`config.mk`:
```
export PLATFORM = sky130hd
export DESIGN_NAME = sliding_window_median_core
export DESIGN_NICKNAME = d
export VERILOG_FILES = /design/src/swm_pkg.sv /design/src/swm_ctrl.sv /design/src/swm_datapath.sv /design/src/sliding_window_median_core.sv
export VERILOG_INCLUDE_DIRS = /design/src /design/src/src
export SDC_FILE = /design/constraint.sdc
export NUM_CORES = 1
export LEC_CHECK = 0
export BUFFER_PORTS_ARGS = -buffer_cell sky130_fd_sc_hd__buf_4
export CAP_MARGIN = 40
export CORE_MARGIN = 2
export CORE_UTILIZATION = 24
export CTS_BUF_LIST = sky130_fd_sc_hd__clkbuf_2 sky130_fd_sc_hd__clkbuf_4 sky130_fd_sc_hd__clkbuf_8
export DETAILED_ROUTE_END_ITERATION = 12
export GPL_TIMING_DRIVEN = 1
export MAX_ROUTING_LAYER = met4
export PLACE_DENSITY = 0.49
export SLEW_MARGIN = 20
export SYNTH_ARGS = -nofsm -noshare
export SYNTH_HDL_FRONTEND = slang
export SYNTH_SLANG_ARGS = --single-unit
```
`constraint.sdc`:
```
create_clock -name clk -period 15.2 [get_ports clk]
set_clock_uncertainty 0.1 [all_clocks]
set_input_delay 3.04 -clock clk [delete_from_list [all_inputs] [get_ports clk]]
set_output_delay 3.04 -clock clk [all_outputs]
set_load 0.01 [all_outputs]
```
`src/assert_macros.svh`:
```
// Assertion macros shared by the sliding window median RTL.
`ifndef ASSERT_MACROS_SVH
`define ASSERT_MACROS_SVH

// Condition that must hold at every clock edge outside reset.
`define ASSERT_ALWAYS(lbl, cond, msg) \
  lbl: assert property (@(posedge clk) disable iff (rst) (cond)) else $error(msg);

// Same-cycle implication.
`define ASSERT_IMPL(lbl, ante, cons, msg) \
  lbl: assert property (@(posedge clk) disable iff (rst) (ante) |-> (cons)) else $error(msg);

// Next-cycle implication.
`define ASSERT_NEXT(lbl, ante, cons, msg) \
  lbl: assert property (@(posedge clk) disable iff (rst) (ante) |=> (cons)) else $error(msg);

`endif

```
`src/swm_pkg.sv`:
```
// Package with shared types and constants of the sliding window median core.
package swm_pkg;

  localparam int WINDOW_LENGTH_DEFAULT = 11;
  localparam int TS_W                  = 32;
  localparam int CNT_PORT_W            = 5;

  localparam logic KIND_PUSH  = 1'b0;
  localparam logic KIND_CLEAR = 1'b1;

  typedef enum logic [2:0] {
    ST_IDLE,
    ST_CHECK,
    ST_CAND,
    ST_SCAN,
    ST_TAIL,
    ST_JUDGE,
    ST_FINISH
  } swm_state_t;

  // Commands from the controller to the datapath.
  typedef struct packed {
    logic take;     // an input beat is accepted this cycle
    logic start;    // restart the candidate index
    logic cand_rd;  // read the current candidate, reset scan index and counts
    logic scan;     // read the next window entry and count the previous one
    logic tail;     // count the last window entry
    logic judge;    // test the rank of the candidate and step to the next one
    logic finish;   // load the output register
  } swm_cmd_t;

  // Status from the datapath to the controller.
  typedef struct packed {
    logic full;
    logic j_last;
    logic i_last;
    logic hit;
    logic out_free;
  } swm_status_t;

endpackage

```
`src/swm_ctrl.sv`:
```
// Controller state machine that sequences the rank search of the median core.
module swm_ctrl import swm_pkg::*; (
  input  logic        clk,
  input  logic        rst,
  input  logic        in_valid,
  output logic        in_stall,
  input  swm_status_t status,
  output swm_cmd_t    cmd
);

  swm_state_t state;
  swm_state_t state_next;

  always_ff @(posedge clk) begin
    if (rst) begin
      state <= ST_IDLE;
    end else begin
      state <= state_next;
    end
  end

  always_comb begin
    state_next = state;
    cmd        = '0;
    in_stall   = 1'b1;
    case (state)
      ST_IDLE: begin
        in_stall = 1'b0;
        if (in_valid) begin
          cmd.take   = 1'b1;
          state_next = ST_CHECK;
        end
      end
      ST_CHECK: begin
        cmd.start  = 1'b1;
        state_next = status.full ? ST_CAND : ST_FINISH;
      end
      ST_CAND: begin
        cmd.cand_rd = 1'b1;
        state_next  = ST_SCAN;
      end
      ST_SCAN: begin
        cmd.scan = 1'b1;
        if (status.j_last) begin
          state_next = ST_TAIL;
        end
      end
      ST_TAIL: begin
        cmd.tail   = 1'b1;
        state_next = ST_JUDGE;
      end
      ST_JUDGE: begin
        cmd.judge  = 1'b1;
        state_next = (status.hit || status.i_last) ? ST_FINISH : ST_CAND;
      end
      ST_FINISH: begin
        if (status.out_free) begin
          cmd.finish = 1'b1;
          state_next = ST_IDLE;
        end
      end
      default: begin
        state_next = ST_IDLE;
      end
    endcase
  end

endmodule

```
`src/swm_datapath.sv`:
```
// Datapath of the median core: timestamp ring, counters, rank counting and output register.
module swm_datapath import swm_pkg::*; #(
  parameter int WINDOW_LENGTH = WINDOW_LENGTH_DEFAULT
) (
  input  logic                  clk,
  input  logic                  rst,
  input  swm_cmd_t              cmd,
  output swm_status_t           status,
  input  logic                  kind,
  input  logic [TS_W-1:0]       timestamp,
  output logic                  out_valid,
  input  logic                  out_stall,
  output logic [TS_W-1:0]       median_time,
  output logic [TS_W-1:0]       earliest_allowed,
  output logic                  window_full,
  output logic [CNT_PORT_W-1:0] filled_count
);

  localparam int AW = (WINDOW_LENGTH > 1) ? $clog2(WINDOW_LENGTH) : 1;
  localparam int CW = $clog2(WINDOW_LENGTH + 1);
  localparam logic [AW-1:0] LAST_IDX = AW'(WINDOW_LENGTH - 1);
  localparam logic [CW-1:0] FULL_CNT = CW'(WINDOW_LENGTH);
  localparam logic [CW-1:0] WANT     = CW'(WINDOW_LENGTH / 2);

  logic [TS_W-1:0] ring [WINDOW_LENGTH];
  logic [TS_W-1:0] rd_q;
  logic [AW-1:0]   rd_addr;

  logic [AW-1:0]   write_slot;
  logic [CW-1:0]   fill_level;
  logic [AW-1:0]   cand_idx;
  logic [AW-1:0]   scan_idx;
  logic [TS_W-1:0] cand;
  logic [TS_W-1:0] med;
  logic [CW-1:0]   below;
  logic [CW-1:0]   at_or_below;
  logic            count_en;
  logic            full;

  assign full     = (fill_level == FULL_CNT);
  assign rd_addr  = cmd.cand_rd ? cand_idx : scan_idx;
  // The first scan cycle delivers the candidate itself; later ones deliver entries.
  assign count_en = (cmd.scan && (scan_idx != '0)) || cmd.tail;

  assign status.full     = full;
  assign status.j_last   = (scan_idx == LAST_IDX);
  assign status.i_last   = (cand_idx == LAST_IDX);
  assign status.hit      = (below <= WANT) && (WANT < at_or_below);
  assign status.out_free = !out_valid || !out_stall;

  // Ring storage: one write port, one registered read port.
  always_ff @(posedge clk) begin
    if (cmd.take && (kind == KIND_PUSH)) begin
      ring[write_slot] <= timestamp;
    end
    rd_q <= ring[rd_addr];
  end

  always_ff @(posedge clk) begin
    if (rst) begin
      write_slot <= '0;
      fill_level <= '0;
    end else if (cmd.take) begin
      if (kind == KIND_CLEAR) begin
        write_slot <= '0;
        fill_level <= '0;
      end else begin
        write_slot <= (write_slot == LAST_IDX) ? '0 : write_slot + AW'(1);
        if (fill_level != FULL_CNT) begin
          fill_level <= fill_level + CW'(1);
        end
      end
    end
  end

  always_ff @(posedge clk) begin
    if (rst) begin
      cand_idx <= '0;
      scan_idx <= '0;
    end else begin
      if (cmd.start) begin
        cand_idx <= '0;
      end else if (cmd.judge && !status.i_last) begin
        cand_idx <= cand_idx + AW'(1);
      end
      if (cmd.cand_rd) begin
        scan_idx <= '0;
      end else if (cmd.scan && !status.j_last) begin
        scan_idx <= scan_idx + AW'(1);
      end
    end
  end

  always_ff @(posedge clk) begin
    if (cmd.cand_rd) begin
      below       <= '0;
      at_or_below <= '0;
    end else if (count_en) begin
      if (rd_q < cand) begin
        below <= below + CW'(1);
      end
      if (rd_q <= cand) begin
        at_or_below <= at_or_below + CW'(1);
      end
    end
    if (cmd.scan && (scan_idx == '0)) begin
      cand <= rd_q;
    end
    if (cmd.judge && status.hit) begin
      med <= cand;
    end
  end

  // Output register.
  always_ff @(posedge clk) begin
    if (rst) begin
      out_valid <= 1'b0;
    end else if (cmd.finish) begin
      out_valid <= 1'b1;
    end else if (!out_stall) begin
      out_valid <= 1'b0;
    end
  end

  always_ff @(posedge clk) begin
    if (cmd.finish) begin
      median_time      <= full ? med : '0;
      earliest_allowed <= full ? med + TS_W'(1) : '0;
      window_full      <= full;
      filled_count     <= CNT_PORT_W'(fill_level);
    end
  end

endmodule

```
`src/sliding_window_median_core.sv`:
```
// Top level of the sliding window median core.
`include "assert_macros.svh"

// The core keeps the last WINDOW_LENGTH 32-bit timestamps in a ring and
// answers every input beat with one result beat. A push beat (kind 0) writes
// the timestamp over the oldest entry; a clear beat (kind 1) empties the
// window. Each result carries the fill count and the full flag, and once the
// window is full the median (the entry of rank WINDOW_LENGTH/2 in ascending
// order, duplicates counted one by one) together with the median plus one,
// which wraps to 0 for an all-ones median. While the window is not full both
// median outputs read 0. A beat that leaves the window not full goes from the
// check state straight to the finish state. With a full window the median is
// found by rank counting: every candidate entry is read once and then
// compared against all WINDOW_LENGTH entries through the single read port of
// the ring; the search stops at the first candidate that has the median rank.
// The core takes one item at a time; a finished result waits in the output
// register while the next input beat is accepted. Ring entries are not
// cleared by reset or by a clear beat: the median is only computed when the
// fill count has reached the window length, and by then every entry has been
// rewritten.
module sliding_window_median_core import swm_pkg::*; #(
  parameter int WINDOW_LENGTH = WINDOW_LENGTH_DEFAULT
) (
  input  logic                  clk,
  input  logic                  rst,
  input  logic                  in_valid,
  output logic                  in_stall,
  input  logic                  kind,
  input  logic [TS_W-1:0]       timestamp,
  output logic                  out_valid,
  input  logic                  out_stall,
  output logic [TS_W-1:0]       median_time,
  output logic [TS_W-1:0]       earliest_allowed,
  output logic                  window_full,
  output logic [CNT_PORT_W-1:0] filled_count
);

  swm_cmd_t    cmd;
  swm_status_t status;

  // The controller walks through candidates; it never touches data.
  swm_ctrl u_ctrl (
    .clk      (clk),
    .rst      (rst),
    .in_valid (in_valid),
    .in_stall (in_stall),
    .status   (status),
    .cmd      (cmd)
  );

  // The datapath holds the ring, the rank counters and the result register.
  swm_datapath #(
    .WINDOW_LENGTH (WINDOW_LENGTH)
  ) u_datapath (
    .clk              (clk),
    .rst              (rst),
    .cmd              (cmd),
    .status           (status),
    .kind             (kind),
    .timestamp        (timestamp),
    .out_valid        (out_valid),
    .out_stall        (out_stall),
    .median_time      (median_time),
    .earliest_allowed (earliest_allowed),
    .window_full      (window_full),
    .filled_count     (filled_count)
  );

  // A presented result never reports a fill count above the window length.
  `ASSERT_ALWAYS(a_fill_bound, !out_valid || (filled_count <= CNT_PORT_W'(WINDOW_LENGTH)), "fill count above window length")

  // A result from a window that is not full carries zero medians.
  `ASSERT_IMPL(a_zero_when_partial, out_valid && !window_full, (median_time == '0) && (earliest_allowed == '0), "nonzero median from partial window")

  // The second median output is always the first plus one when full.
  `ASSERT_IMPL(a_plus_one, out_valid && window_full, earliest_allowed == median_time + TS_W'(1), "earliest_allowed is not median plus one")

  // After an input beat is taken the core stalls its input in the next cycle.
  `ASSERT_NEXT(a_busy_after_take, in_valid && !in_stall, in_stall, "input accepted twice in a row")

endmodule
```
* Word-level counts from Yosys, hierarchy flattened
Memory sizes are Yosys's and may differ from the RTL's. A register that Yosys moved wholly into a read port is not among the register bits.
Cells that the tools add are included.
** Operators by class
- Muxes and demuxes :: 25
- Multiply operators :: 0
- Bitwise gates (word level) :: 1
- Add/subtract/negate cells :: 7
- Shift-type cells :: 0
- Reduce and logical (&&, ||, !) cells :: 24
- Equality and inequality tests :: 15
- Order comparisons :: 4
- Div/mod/pow operators :: 0
** Operators by type and width (count)
- adder 32 x 1 -> 32 bit, second input constant :: 1
- <= comparator 32 bit :: 1
- less-than comparator 32 bit :: 1
- adder 4 x 1 -> 4 bit, second input constant :: 6
- one-hot mux 3 bit (7 select lines) :: 1
- two-way mux 4 bit :: 5
- == test 4 bit, second input constant :: 4
- two-way mux 3 bit :: 5
- two-way mux 1 bit :: 14
- == test 3 bit, second input constant :: 3
- logical AND 1 bit :: 7
- == test 3 x 2 -> 1 bit, second input constant :: 2
- AND reduction 2 bit :: 3
- <= comparator 4 x 3 -> 1 bit, second input constant :: 1
- zero test 1 bit :: 4
- zero test 4 bit :: 1
- less-than comparator 3 x 4 -> 1 bit, first input constant :: 1
- inequality test 2 x 1 -> 1 bit, second input constant :: 2
- inequality test 2 bit, second input constant :: 2
- inequality test 4 bit, second input constant :: 1
- nonzero test 4 bit :: 1
- OR reduction 2 bit :: 2
- == test 3 x 1 -> 1 bit, second input constant :: 1
- zero test 3 bit :: 1
- other kinds (4) :: 6
** Storage, ports and cells
- Register bits :: 161
- Bits of input ports :: 37
- Memories kept :: 1
- Logic and storage cells :: 91
- Bits in latches :: 0
- Bits in writable memories :: 352
- Bits in read-only memories :: 0
- Output and inout port bits :: 72
** Memories
- u_datapath.ring :: depth 11, width 32, read ports 1, clocked after Yosys merged registers in 1, write ports 1, line swm_datapath.sv:25 : logic [TS_W-1:0] ring [WINDOW_LENGTH];

* Logic depth before layout (Yosys ltp)
Gate-level depths: netlist of run 1.
- Word-level depth :: 5
- Gate-level depth with buffers :: 9
- Depth with buffers taken out :: 8

* Modules after synthesis
Synthesis of run 1 repeated with hierarchy kept, for this count alone.
** Second synthesis, totals
- Cells, all modules :: 1304
- Area total of the unflattened synthesis :: 21516.9 um2
** Modules (own cells, without submodules)
- swm_datapath :: times used 1, cells each 1268, sequential area each 15705.1 um2, area each 21249.1 um2
- swm_ctrl :: times used 1, cells each 36, sequential area each 60.1 um2, area each 267.8 um2

* Worst setup path before layout of run 1
No wires, ideal clock.
- Path type :: input port to flip-flop
- Start :: in out_stall
- End :: reg u_datapath.earliest_allowed[0] (enable)
- Setup time :: 0.519 ns
- Buffers on the path :: 0
- Arrival time :: 6.409 ns
- Slack :: 8.172 ns
- Data required time :: 14.581 ns
- Stages :: 1
- Cell sequence :: a21oi_1
** Between the ends
- Longest elaborated chain between the ends :: 4
** RTL lines
- from (decl) :: line sliding_window_median_core.sv:31 : input logic out_stall,
- zero test 1 bit :: line swm_datapath.sv:49 : assign status.out_free = !out_valid || !out_stall;
- logical OR 1 bit :: line swm_datapath.sv:49
- two-way mux 1 bit :: line swm_ctrl.sv:57 : if (status.out_free) begin
- two-way mux 1 bit :: line swm_ctrl.sv:26 : case (state)
- to (signal assigned) :: line swm_datapath.sv:128 : earliest_allowed <= full ? med + TS_W'(1) : '0;
- to (decl) :: line swm_datapath.sv:14 : output logic [TS_W-1:0] earliest_allowed,
No other way between the ends.
A chain may end at the register's enable or synchronous reset.

* Worst setup path after layout of run 1
- Start :: in in_valid
- End :: mem u_datapath.ring[3][12] (enable)
** Between the ends
- Longest elaborated chain between the ends :: 5
** RTL lines
- from (decl) :: line sliding_window_median_core.sv:26 : input logic in_valid,
- two-way mux 1 bit :: line swm_ctrl.sv:29 : if (in_valid) begin
- two-way mux 1 bit :: line swm_ctrl.sv:26
- logical AND 1 bit :: line swm_datapath.sv:53 : if (cmd.take && (kind == KIND_PUSH)) begin
- two-way mux 1 bit :: line swm_datapath.sv:53
- two-way mux 1 bit (not written as such) :: line swm_datapath.sv:54 : ring[write_slot] <= timestamp;
- to (decl) :: line swm_datapath.sv:25
No other way between the ends.

==> results of run 1 <==
-- metal layers --
| layer | vias to the layer above | part of all wire, % |
|---|---|---|
| li1 | 6303 | - |
| met1 | 6308 | 46 |
| met2 | 342 | 46 |
| met3 | 89 | 5.5 |
| met4 | 0 | 2.4 |
| met5 | - | 0 |
-- cell usage after synthesis, types with 2 or more instances --
cell type	n
mux2i_1	40
or2_2	2
and4_1	2
edfxtp_1	485
nor2_1	94
ha_1	43
nor3_1	18
xor2_1	16
buf_6	6
and3_1	42
o21a_1	2
buf_4	8
a311oi_1	32
xnor2_1	18
nand2b_1	5
buf_1	2
nor2b_1	7
o21ai_0	18
a21o_1	3
and2_1	2
dfxtp_1	60
nand4_1	15
buf_2	27
or3_1	7
a31oi_1	34
nand3b_1	3
o22ai_1	2
inv_1	76
a211oi_1	99
nand3_1	82
o2111ai_1	2
clkbuf_1	52
nor3b_1	2
nor4_1	2
a21oi_1	64
nand2_1	228
-- flip-flops by register name, summed over array words and instances, names as in the netlist, 32 cells and up --
| signal | count |
|---|---|
| u_datapath.med | 32 |
| u_datapath.cand | 32 |
| u_datapath.ring | 352 |
| u_datapath.median_time | 32 |
| u_datapath.earliest_allowed | 32 |
| u_datapath.rd_q | 32 |
-- cell usage in the layout (no fill, tap or decap), drive strengths merged, types with 2 or more instances in the layout --
cell | synthesis | layout
mux2i | 41 | 41
a21o | 3 | 3
buf | 43 | 140
nand3b | 3 | 3
xnor2 | 18 | 18
edfxtp | 485 | 485
or2 | 2 | 2
ha | 43 | 43
o2111ai | 2 | 2
or3 | 7 | 7
a211oi | 99 | 99
and2 | 2 | 2
xor2 | 16 | 16
nand2 | 228 | 228
and3 | 42 | 42
and4 | 2 | 2
nor4 | 3 | 3
clkinv | 0 | 32
nor3 | 18 | 18
nor3b | 2 | 2
o211ai | 2 | 2
dfxtp | 60 | 60
a21oi | 65 | 65
nand2b | 5 | 5
nand3 | 82 | 82
a311oi | 32 | 32
nor2b | 7 | 7
bufinv | 0 | 3
inv | 76 | 77
o22ai | 2 | 2
o21ai | 19 | 19
clkinvlp | 0 | 4
nand4 | 15 | 15
clkbuf | 52 | 116
o21a | 2 | 2
a31oi | 34 | 34
nor2 | 94 | 94
-- how the worst min path moves through the flow --
| stage | cells after the start | slack [ps] | to |
|---|---|---|---|
| finish | 0 | 340 | u_datapath.cand[20] |
| global route | 0 | 350 | u_datapath.cand[1] |
| CTS | 0 | 340 | u_datapath.cand[20] |
| detailed placement | 0 | 320 | u_datapath.cand[20] |
| global placement | 0 | 330 | u_datapath.cand[25] |
| floorplan | 0 | 310 | u_datapath.cand[0] |
-- power breakdown --
| group | switching [mW] | leakage, nW | internal (mW) | total (mW) |
|---|---|---|---|---|
| Sequential | 0.0170 | 5.03 | 1.65 | 1.67 |
| Clock | 0.562 | 0.893 | 0.674 | 1.24 |
| Combinational | 0.0789 | 3.41 | 0.0421 | 0.121 |
| Total | 0.658 | 9.33 | 2.37 | 3.03 |
-- cell type report --
cell class              count  area [µm²]  share of cell area (%)
flip-flops and latches    545       15800                    60.6
well taps                1176        1470                    5.65
clock buffers             116        1460                    5.60
inverters                  76         285                    1.10
clock inverters            40         256                   0.985
multi-input cells         901        5540                    21.3
repair buffers            140        1250                    4.82
-- worst reg2reg max path, stage by stage (launching register included) --
cell and delay, ps:
dfxtp_1 510, or3b_2 580, mux2i_4 180, buf_4 390, buf_12 280, buf_4 540
buf_12 300, a211oi_1 100, a311oi_1 370, a31oi_1 90, a21oi_1 290
-- through the flow --
step	worst slack (ps)	utilization [%]	instance area [µm²]	power (mW)	instances
floorplan	8170	-	21900	1.77	1617
global placement	9290	26.6	24000	1.82	2825
detailed placement	9550	26.9	24300	1.82	2837
CTS	10270	28.8	26000	3.07	2993
global route	10130	28.8	26000	3.15	2994
finish	10210	28.8	26000	3.03	2994
-- logic make-up (layout without fill, tap and decap cells) --
kind of cell	Yosys count	after routing	synth area share, %
adders and majority gates	43	43	2.46
DFF	545	545	72.0
buffers and inverters	171	372	3.43
AOI/OAI and AO/OA	267	267	8.26
muxes	41	41	1.89
other	1	1	0.0171
and+or+nand+nor	515	515	10.6
xor gates and xnor gates	34	34	1.36
==> run_results.csv, run 1 <==
group,metric,value,unit
outcome,status,"completed",
sta,drv_slew,0,
critical_path,startpoint,"in_valid",
detailed_routing,drtIter0Drc,848,
logic_synthesis,synth_edf_count,485,
cells_and_area,n_fill_cell,9130,
critical_path,slowest_delay,570,ps
global_route,globalRoute.busiestLayer,"met2",
detailed_routing,drt-vias-per-instance,4.36,
sta,tns,0,ps
sta,finalSetupViolations,0,
global_route,grt_pass1_vias,12744,
clocking,cts_root_buf,"clkbuf_8",
placement,hpwl,32800,µm
critical_path,r2r_start,"u_ctrl.state[1]",
logic_synthesis,synth_top_cell_area_share,66.5,%
critical_path,slowest_stage,"nor2_4",
power_and_ir_drop,peakVddDrop,0.0470,mV
critical_path,startpoint_type,"primary input",
global_route,grt_antenna_before_repair,4,
clocking,cts.sinks,545,
critical_path,crit_buf_inv,2,
critical_path,cp-endpoint,"u_datapath.ring[3][12]",
critical_path,reg2reg_slack,11380,ps
logic_synthesis,ys_ff_latch,545,
logic_synthesis,yosysTopAreaCell,"edfxtp_1",
cells_and_area,drive_gt1_share,16.4,%
global_route,grt_util_met1,14.6,%
detailed_routing,routed_wl,51000,µm
clocking,cts_hold_buffers,0,
critical_path,cp.depth,6,
floorplan,rows,110,
logic_synthesis,synth_fp_nets,1697,
logic_synthesis,synthFlopType,"edfxtp_1",
sta,hold_ws,338,ps
hold_path,hold_start,"u_datapath.rd_q[20]",
critical_path,crit_path_end_kind,"flip-flop",
clocking,cts_setup_buffers,0,
logic_synthesis,yosysSeqAreaShare,72.0,%
sta,fin_crit_sh,32.8,%
placement,port_buffers,107,
logic_synthesis,syn_area,21900,µm²
placement,gp_congestion,0.763,
detailed_routing,wl_per_cell,17.0,µm
cells_and_area,fin_nets,1834,
clocking,cts_resized,0,
logic_synthesis,syn_inst,1617,
power_and_ir_drop,p_leak,9.33,nW
cells_and_area,area_growth,18.8,%
critical_path,cp.required,15450,ps
global_route,grt_max_degree,193,
critical_path,r2r_cells,10,
global_route,use_met2,16.9,%
detailed_routing,firstDrtPassIters,5,
detailed_routing,ant_nets,0,
clocking,numCtsBuffers,90,
critical_path,rr_endpoint,"u_datapath.rd_q[22]",
sta,finalHoldViolCount,0,
cells_and_area,antenna_cells,0,
clocking,clk_pin_slew,60,ps
floorplan,coreArea,90300,µm²
critical_path,cp_cell_sequence,"buf_4, nand3b_1, or2_2, or3_1, nor2_4, buf_16",
clocking,cts_buffer_depth,3,
floorplan,die_x,306,µm
job,maxCapViolCount,0,
global_route,met3_usage,2.53,%
floorplan,floorplan.die_area,93700,µm²
clocking,cts_tree,"yes",
sta,relSlewSlack,37.7,%
clocking,htreeDepth,3,
detailed_routing,num_vias,13042,
logic_synthesis,synthTopCellsByArea,"edfxtp_1, dfxtp_1, nand2_1",
logic_synthesis,synthArstFlopShare,0,%
critical_path,crit_fanout,17,
floorplan,io_pins,109,
critical_path,cp.arrival,5240,ps
sta,rsz0062_at_grt,"false",
critical_path,critPathTopFamily,"simple AND/OR/NAND/NOR gates",
sta,tightest_slew,934,ps
global_route,grt_pass1_wl,77700,µm
logic_synthesis,yosysWarnings,0,
power_and_ir_drop,p_per_area,116,nW/µm²
sta,period_minus_slack,4990,ps
global_route,grt_use_total,11.1,%
detailed_routing,route.detailed.drc,0,
logic_synthesis,synth_cell_types,53,
clocking,clk_latency,650,ps
global_route,overflow,0,
logic_synthesis,syn_area_per_cell,13.5,µm²
sta,max_freq,0.201,GHz
critical_path,path_class,"primary input to flip-flop",
floorplan,die_y,306,µm
floorplan,initial_utilization,24.3,%
hold_path,hp-class,"flip-flop to flip-flop",
(Power assumes the default switching activity.)
==> inputs of run 2 (changes only) <==
Clock period 15.2 ns to 4.6 ns, I/O delays scaled along.
==> run_results.csv, run 2 (synthesis results as in run 1) <==
group,metric,value,unit
critical_path,r2r_start,"u_ctrl.state[1]",
critical_path,crit_path_end_kind,"flip-flop",
floorplan,floorplan.die_area,93700,µm²
clocking,htreeDepth,3,
critical_path,startpoint_type,"flip-flop",
floorplan,initial_utilization,24.3,%
detailed_routing,ant_nets,0,
sta,fin_crit_sh,66.7,%
floorplan,die_y,306,µm
sta,relSlewSlack,46.4,%
power_and_ir_drop,peakVddDrop,0.204,mV
floorplan,rows,110,
sta,tightest_slew,797,ps
critical_path,r2r_cells,6,
critical_path,cp-endpoint,"u_datapath.ring[1][9]",
sta,period_minus_slack,3070,ps
global_route,overflow,0,
cells_and_area,largest_reg_flops,352,
clocking,clk_latency,670,ps
detailed_routing,firstDrtPassIters,5,
critical_path,cp.required,4860,ps
sta,max_freq,0.326,GHz
global_route,use_met2,18.1,%
floorplan,die_x,306,µm
sta,rsz0062_at_grt,"false",
critical_path,path_class,"flip-flop to flip-flop",
placement,hpwl,32500,µm
clocking,cts_root_buf,"clkbuf_8",
clocking,cts_resized,0,
cells_and_area,n_fill_cell,9129,
critical_path,startpoint,"u_ctrl.state[1]",
clocking,cts_setup_buffers,0,
power_and_ir_drop,p_total,10.3,mW
clocking,cts_tree,"yes",
global_route,grt_pass1_wl,79200,µm
sta,finalSetupViolations,0,
global_route,grt_use_total,11.4,%
power_and_ir_drop,p_per_area,392,nW/µm²
cells_and_area,fin_cells,3015,
placement,gp_congestion,0.793,
detailed_routing,num_vias,13194,
cells_and_area,seq_area,15800,µm²
hold_path,min_path_cells,0,
detailed_routing,drt-vias-per-instance,4.38,
clocking,cts_buffer_depth,3,
global_route,grt_pass1_vias,13108,
power_and_ir_drop,power_frac_seq,53.8,%
job,maxCapViolCount,0,
cells_and_area,layout_common_cells,"edfxtp_1, nand2_1, buf_4",
floorplan,coreArea,90300,µm²
power_and_ir_drop,p_switching,2.23,mW
sta,finalHoldViolCount,0,
detailed_routing,routed_wl,52500,µm
clocking,cts_hold_buffers,0,
sta,drv_slew,0,
critical_path,cp.arrival,3330,ps
global_route,globalRoute.busiestLayer,"met2",
power_and_ir_drop,p_leak,9.46,nW
sta,hold_ws,324,ps
sta,tns,0,ps
detailed_routing,drtIter0Drc,873,
outcome,status,"completed",
cells_and_area,area_growth,19.7,%
global_route,grt_max_degree,91,
clocking,numCtsBuffers,89,
detailed_routing,wl_per_cell,17.4,µm
power_and_ir_drop,power.share.clock,42.5,%
clocking,cts.sinks,545,
cells_and_area,fin_util,29.1,%
floorplan,io_pins,109,
global_route,grt_antenna_before_repair,2,
cells_and_area,largest_register,"u_datapath.ring",
detailed_routing,route.detailed.drc,0,
hold_path,hp-class,"flip-flop to flip-flop",
power_and_ir_drop,power_frac_comb,3.7,%
cells_and_area,fin_nets,1843,
cells_and_area,drive_gt1_share,18.1,%
critical_path,reg2reg_slack,1530,ps
placement,place_inst,2847,
cells_and_area,multi_input_area,5550,µm²
critical_path,rr_endpoint,"u_datapath.ring[1][9]",
power_and_ir_drop,p_sw_share,21.7,%
global_route,grt_util_met1,14.2,%
critical_path,crit_fanout,17,
clocking,clk_pin_slew,60,ps
power_and_ir_drop,p_int,8.06,mW
placement,port_buffers,107,
global_route,met3_usage,2.99,%
cells_and_area,mostFrequentLayoutCell,"edfxtp_1",
[run 2: cell types whose count changed in the layout (fill, tap and decap cells not counted), moves of 2 or more]
cell	delta
clkinv_1	-15
buf_4	+13
clkbuf_4	+12
clkbuf_8	+7
buf_16	-3
clkinvlp_4	+3
clkinv_2	+2
diode_2	+2
[run 2: power by group through the flow]
stage	clock network, mW	registers [mW]	logic, mW
2_1_floorplan	0	5.60	0.239
3_3_place_gp	0	5.63	0.374
3_5_place_dp	0	5.63	0.389
4_1_cts	4.52	5.53	0.391
5_1_grt	4.72	5.54	0.441
6_report	4.37	5.53	0.385
[run 2: metrics by stage]
| step | setup slack [ps] | area [µm²] |
|---|---|---|
| after floorplan | 41.9 | 21900 |
| after global routing | 1330 | 26200 |
| after global placement | 1140 | 24300 |
| after detailed placement | 1120 | 24300 |
| after CTS | 1550 | 26200 |
| final | 1530 | 26200 |
[run 2: worst max-delay path, stage by stage, from the launching register on]
cell and delay (ps):
dfxtp_1 390, nor2_1 170, nand3b_1 340, or2_2 460
or3_1 480, nor2_4 560, buf_12 240
[run 2: how the worst min path moves through the flow]
stage,from,endpoint
after CTS,u_datapath.rd_q[25],u_datapath.cand[25]
after global routing,u_datapath.rd_q[26],u_datapath.cand[26]
after global placement,u_datapath.rd_q[26],u_datapath.cand[26]
after floorplan,u_datapath.rd_q[0],u_datapath.cand[0]
after detailed placement,u_datapath.rd_q[2],u_datapath.cand[2]
final,u_datapath.rd_q[25],u_datapath.cand[25]
[run 2: layer usage]
layer	vias up	part of all wire, %
met4	0	2.5
met3	100	5.4
met2	322	47
met5	-	0
met1	6442	45
li1	6330	-
[run 2: cell type report]
class,count,area share [%]
well taps,1176,5.61
clock buffers,135,6.27
clock inverters,30,0.906
flip-flops and latches,545,60.1
diodes,2,0.0191
repair buffers,150,4.85
inverters,76,1.09
multi-input cells,901,21.2
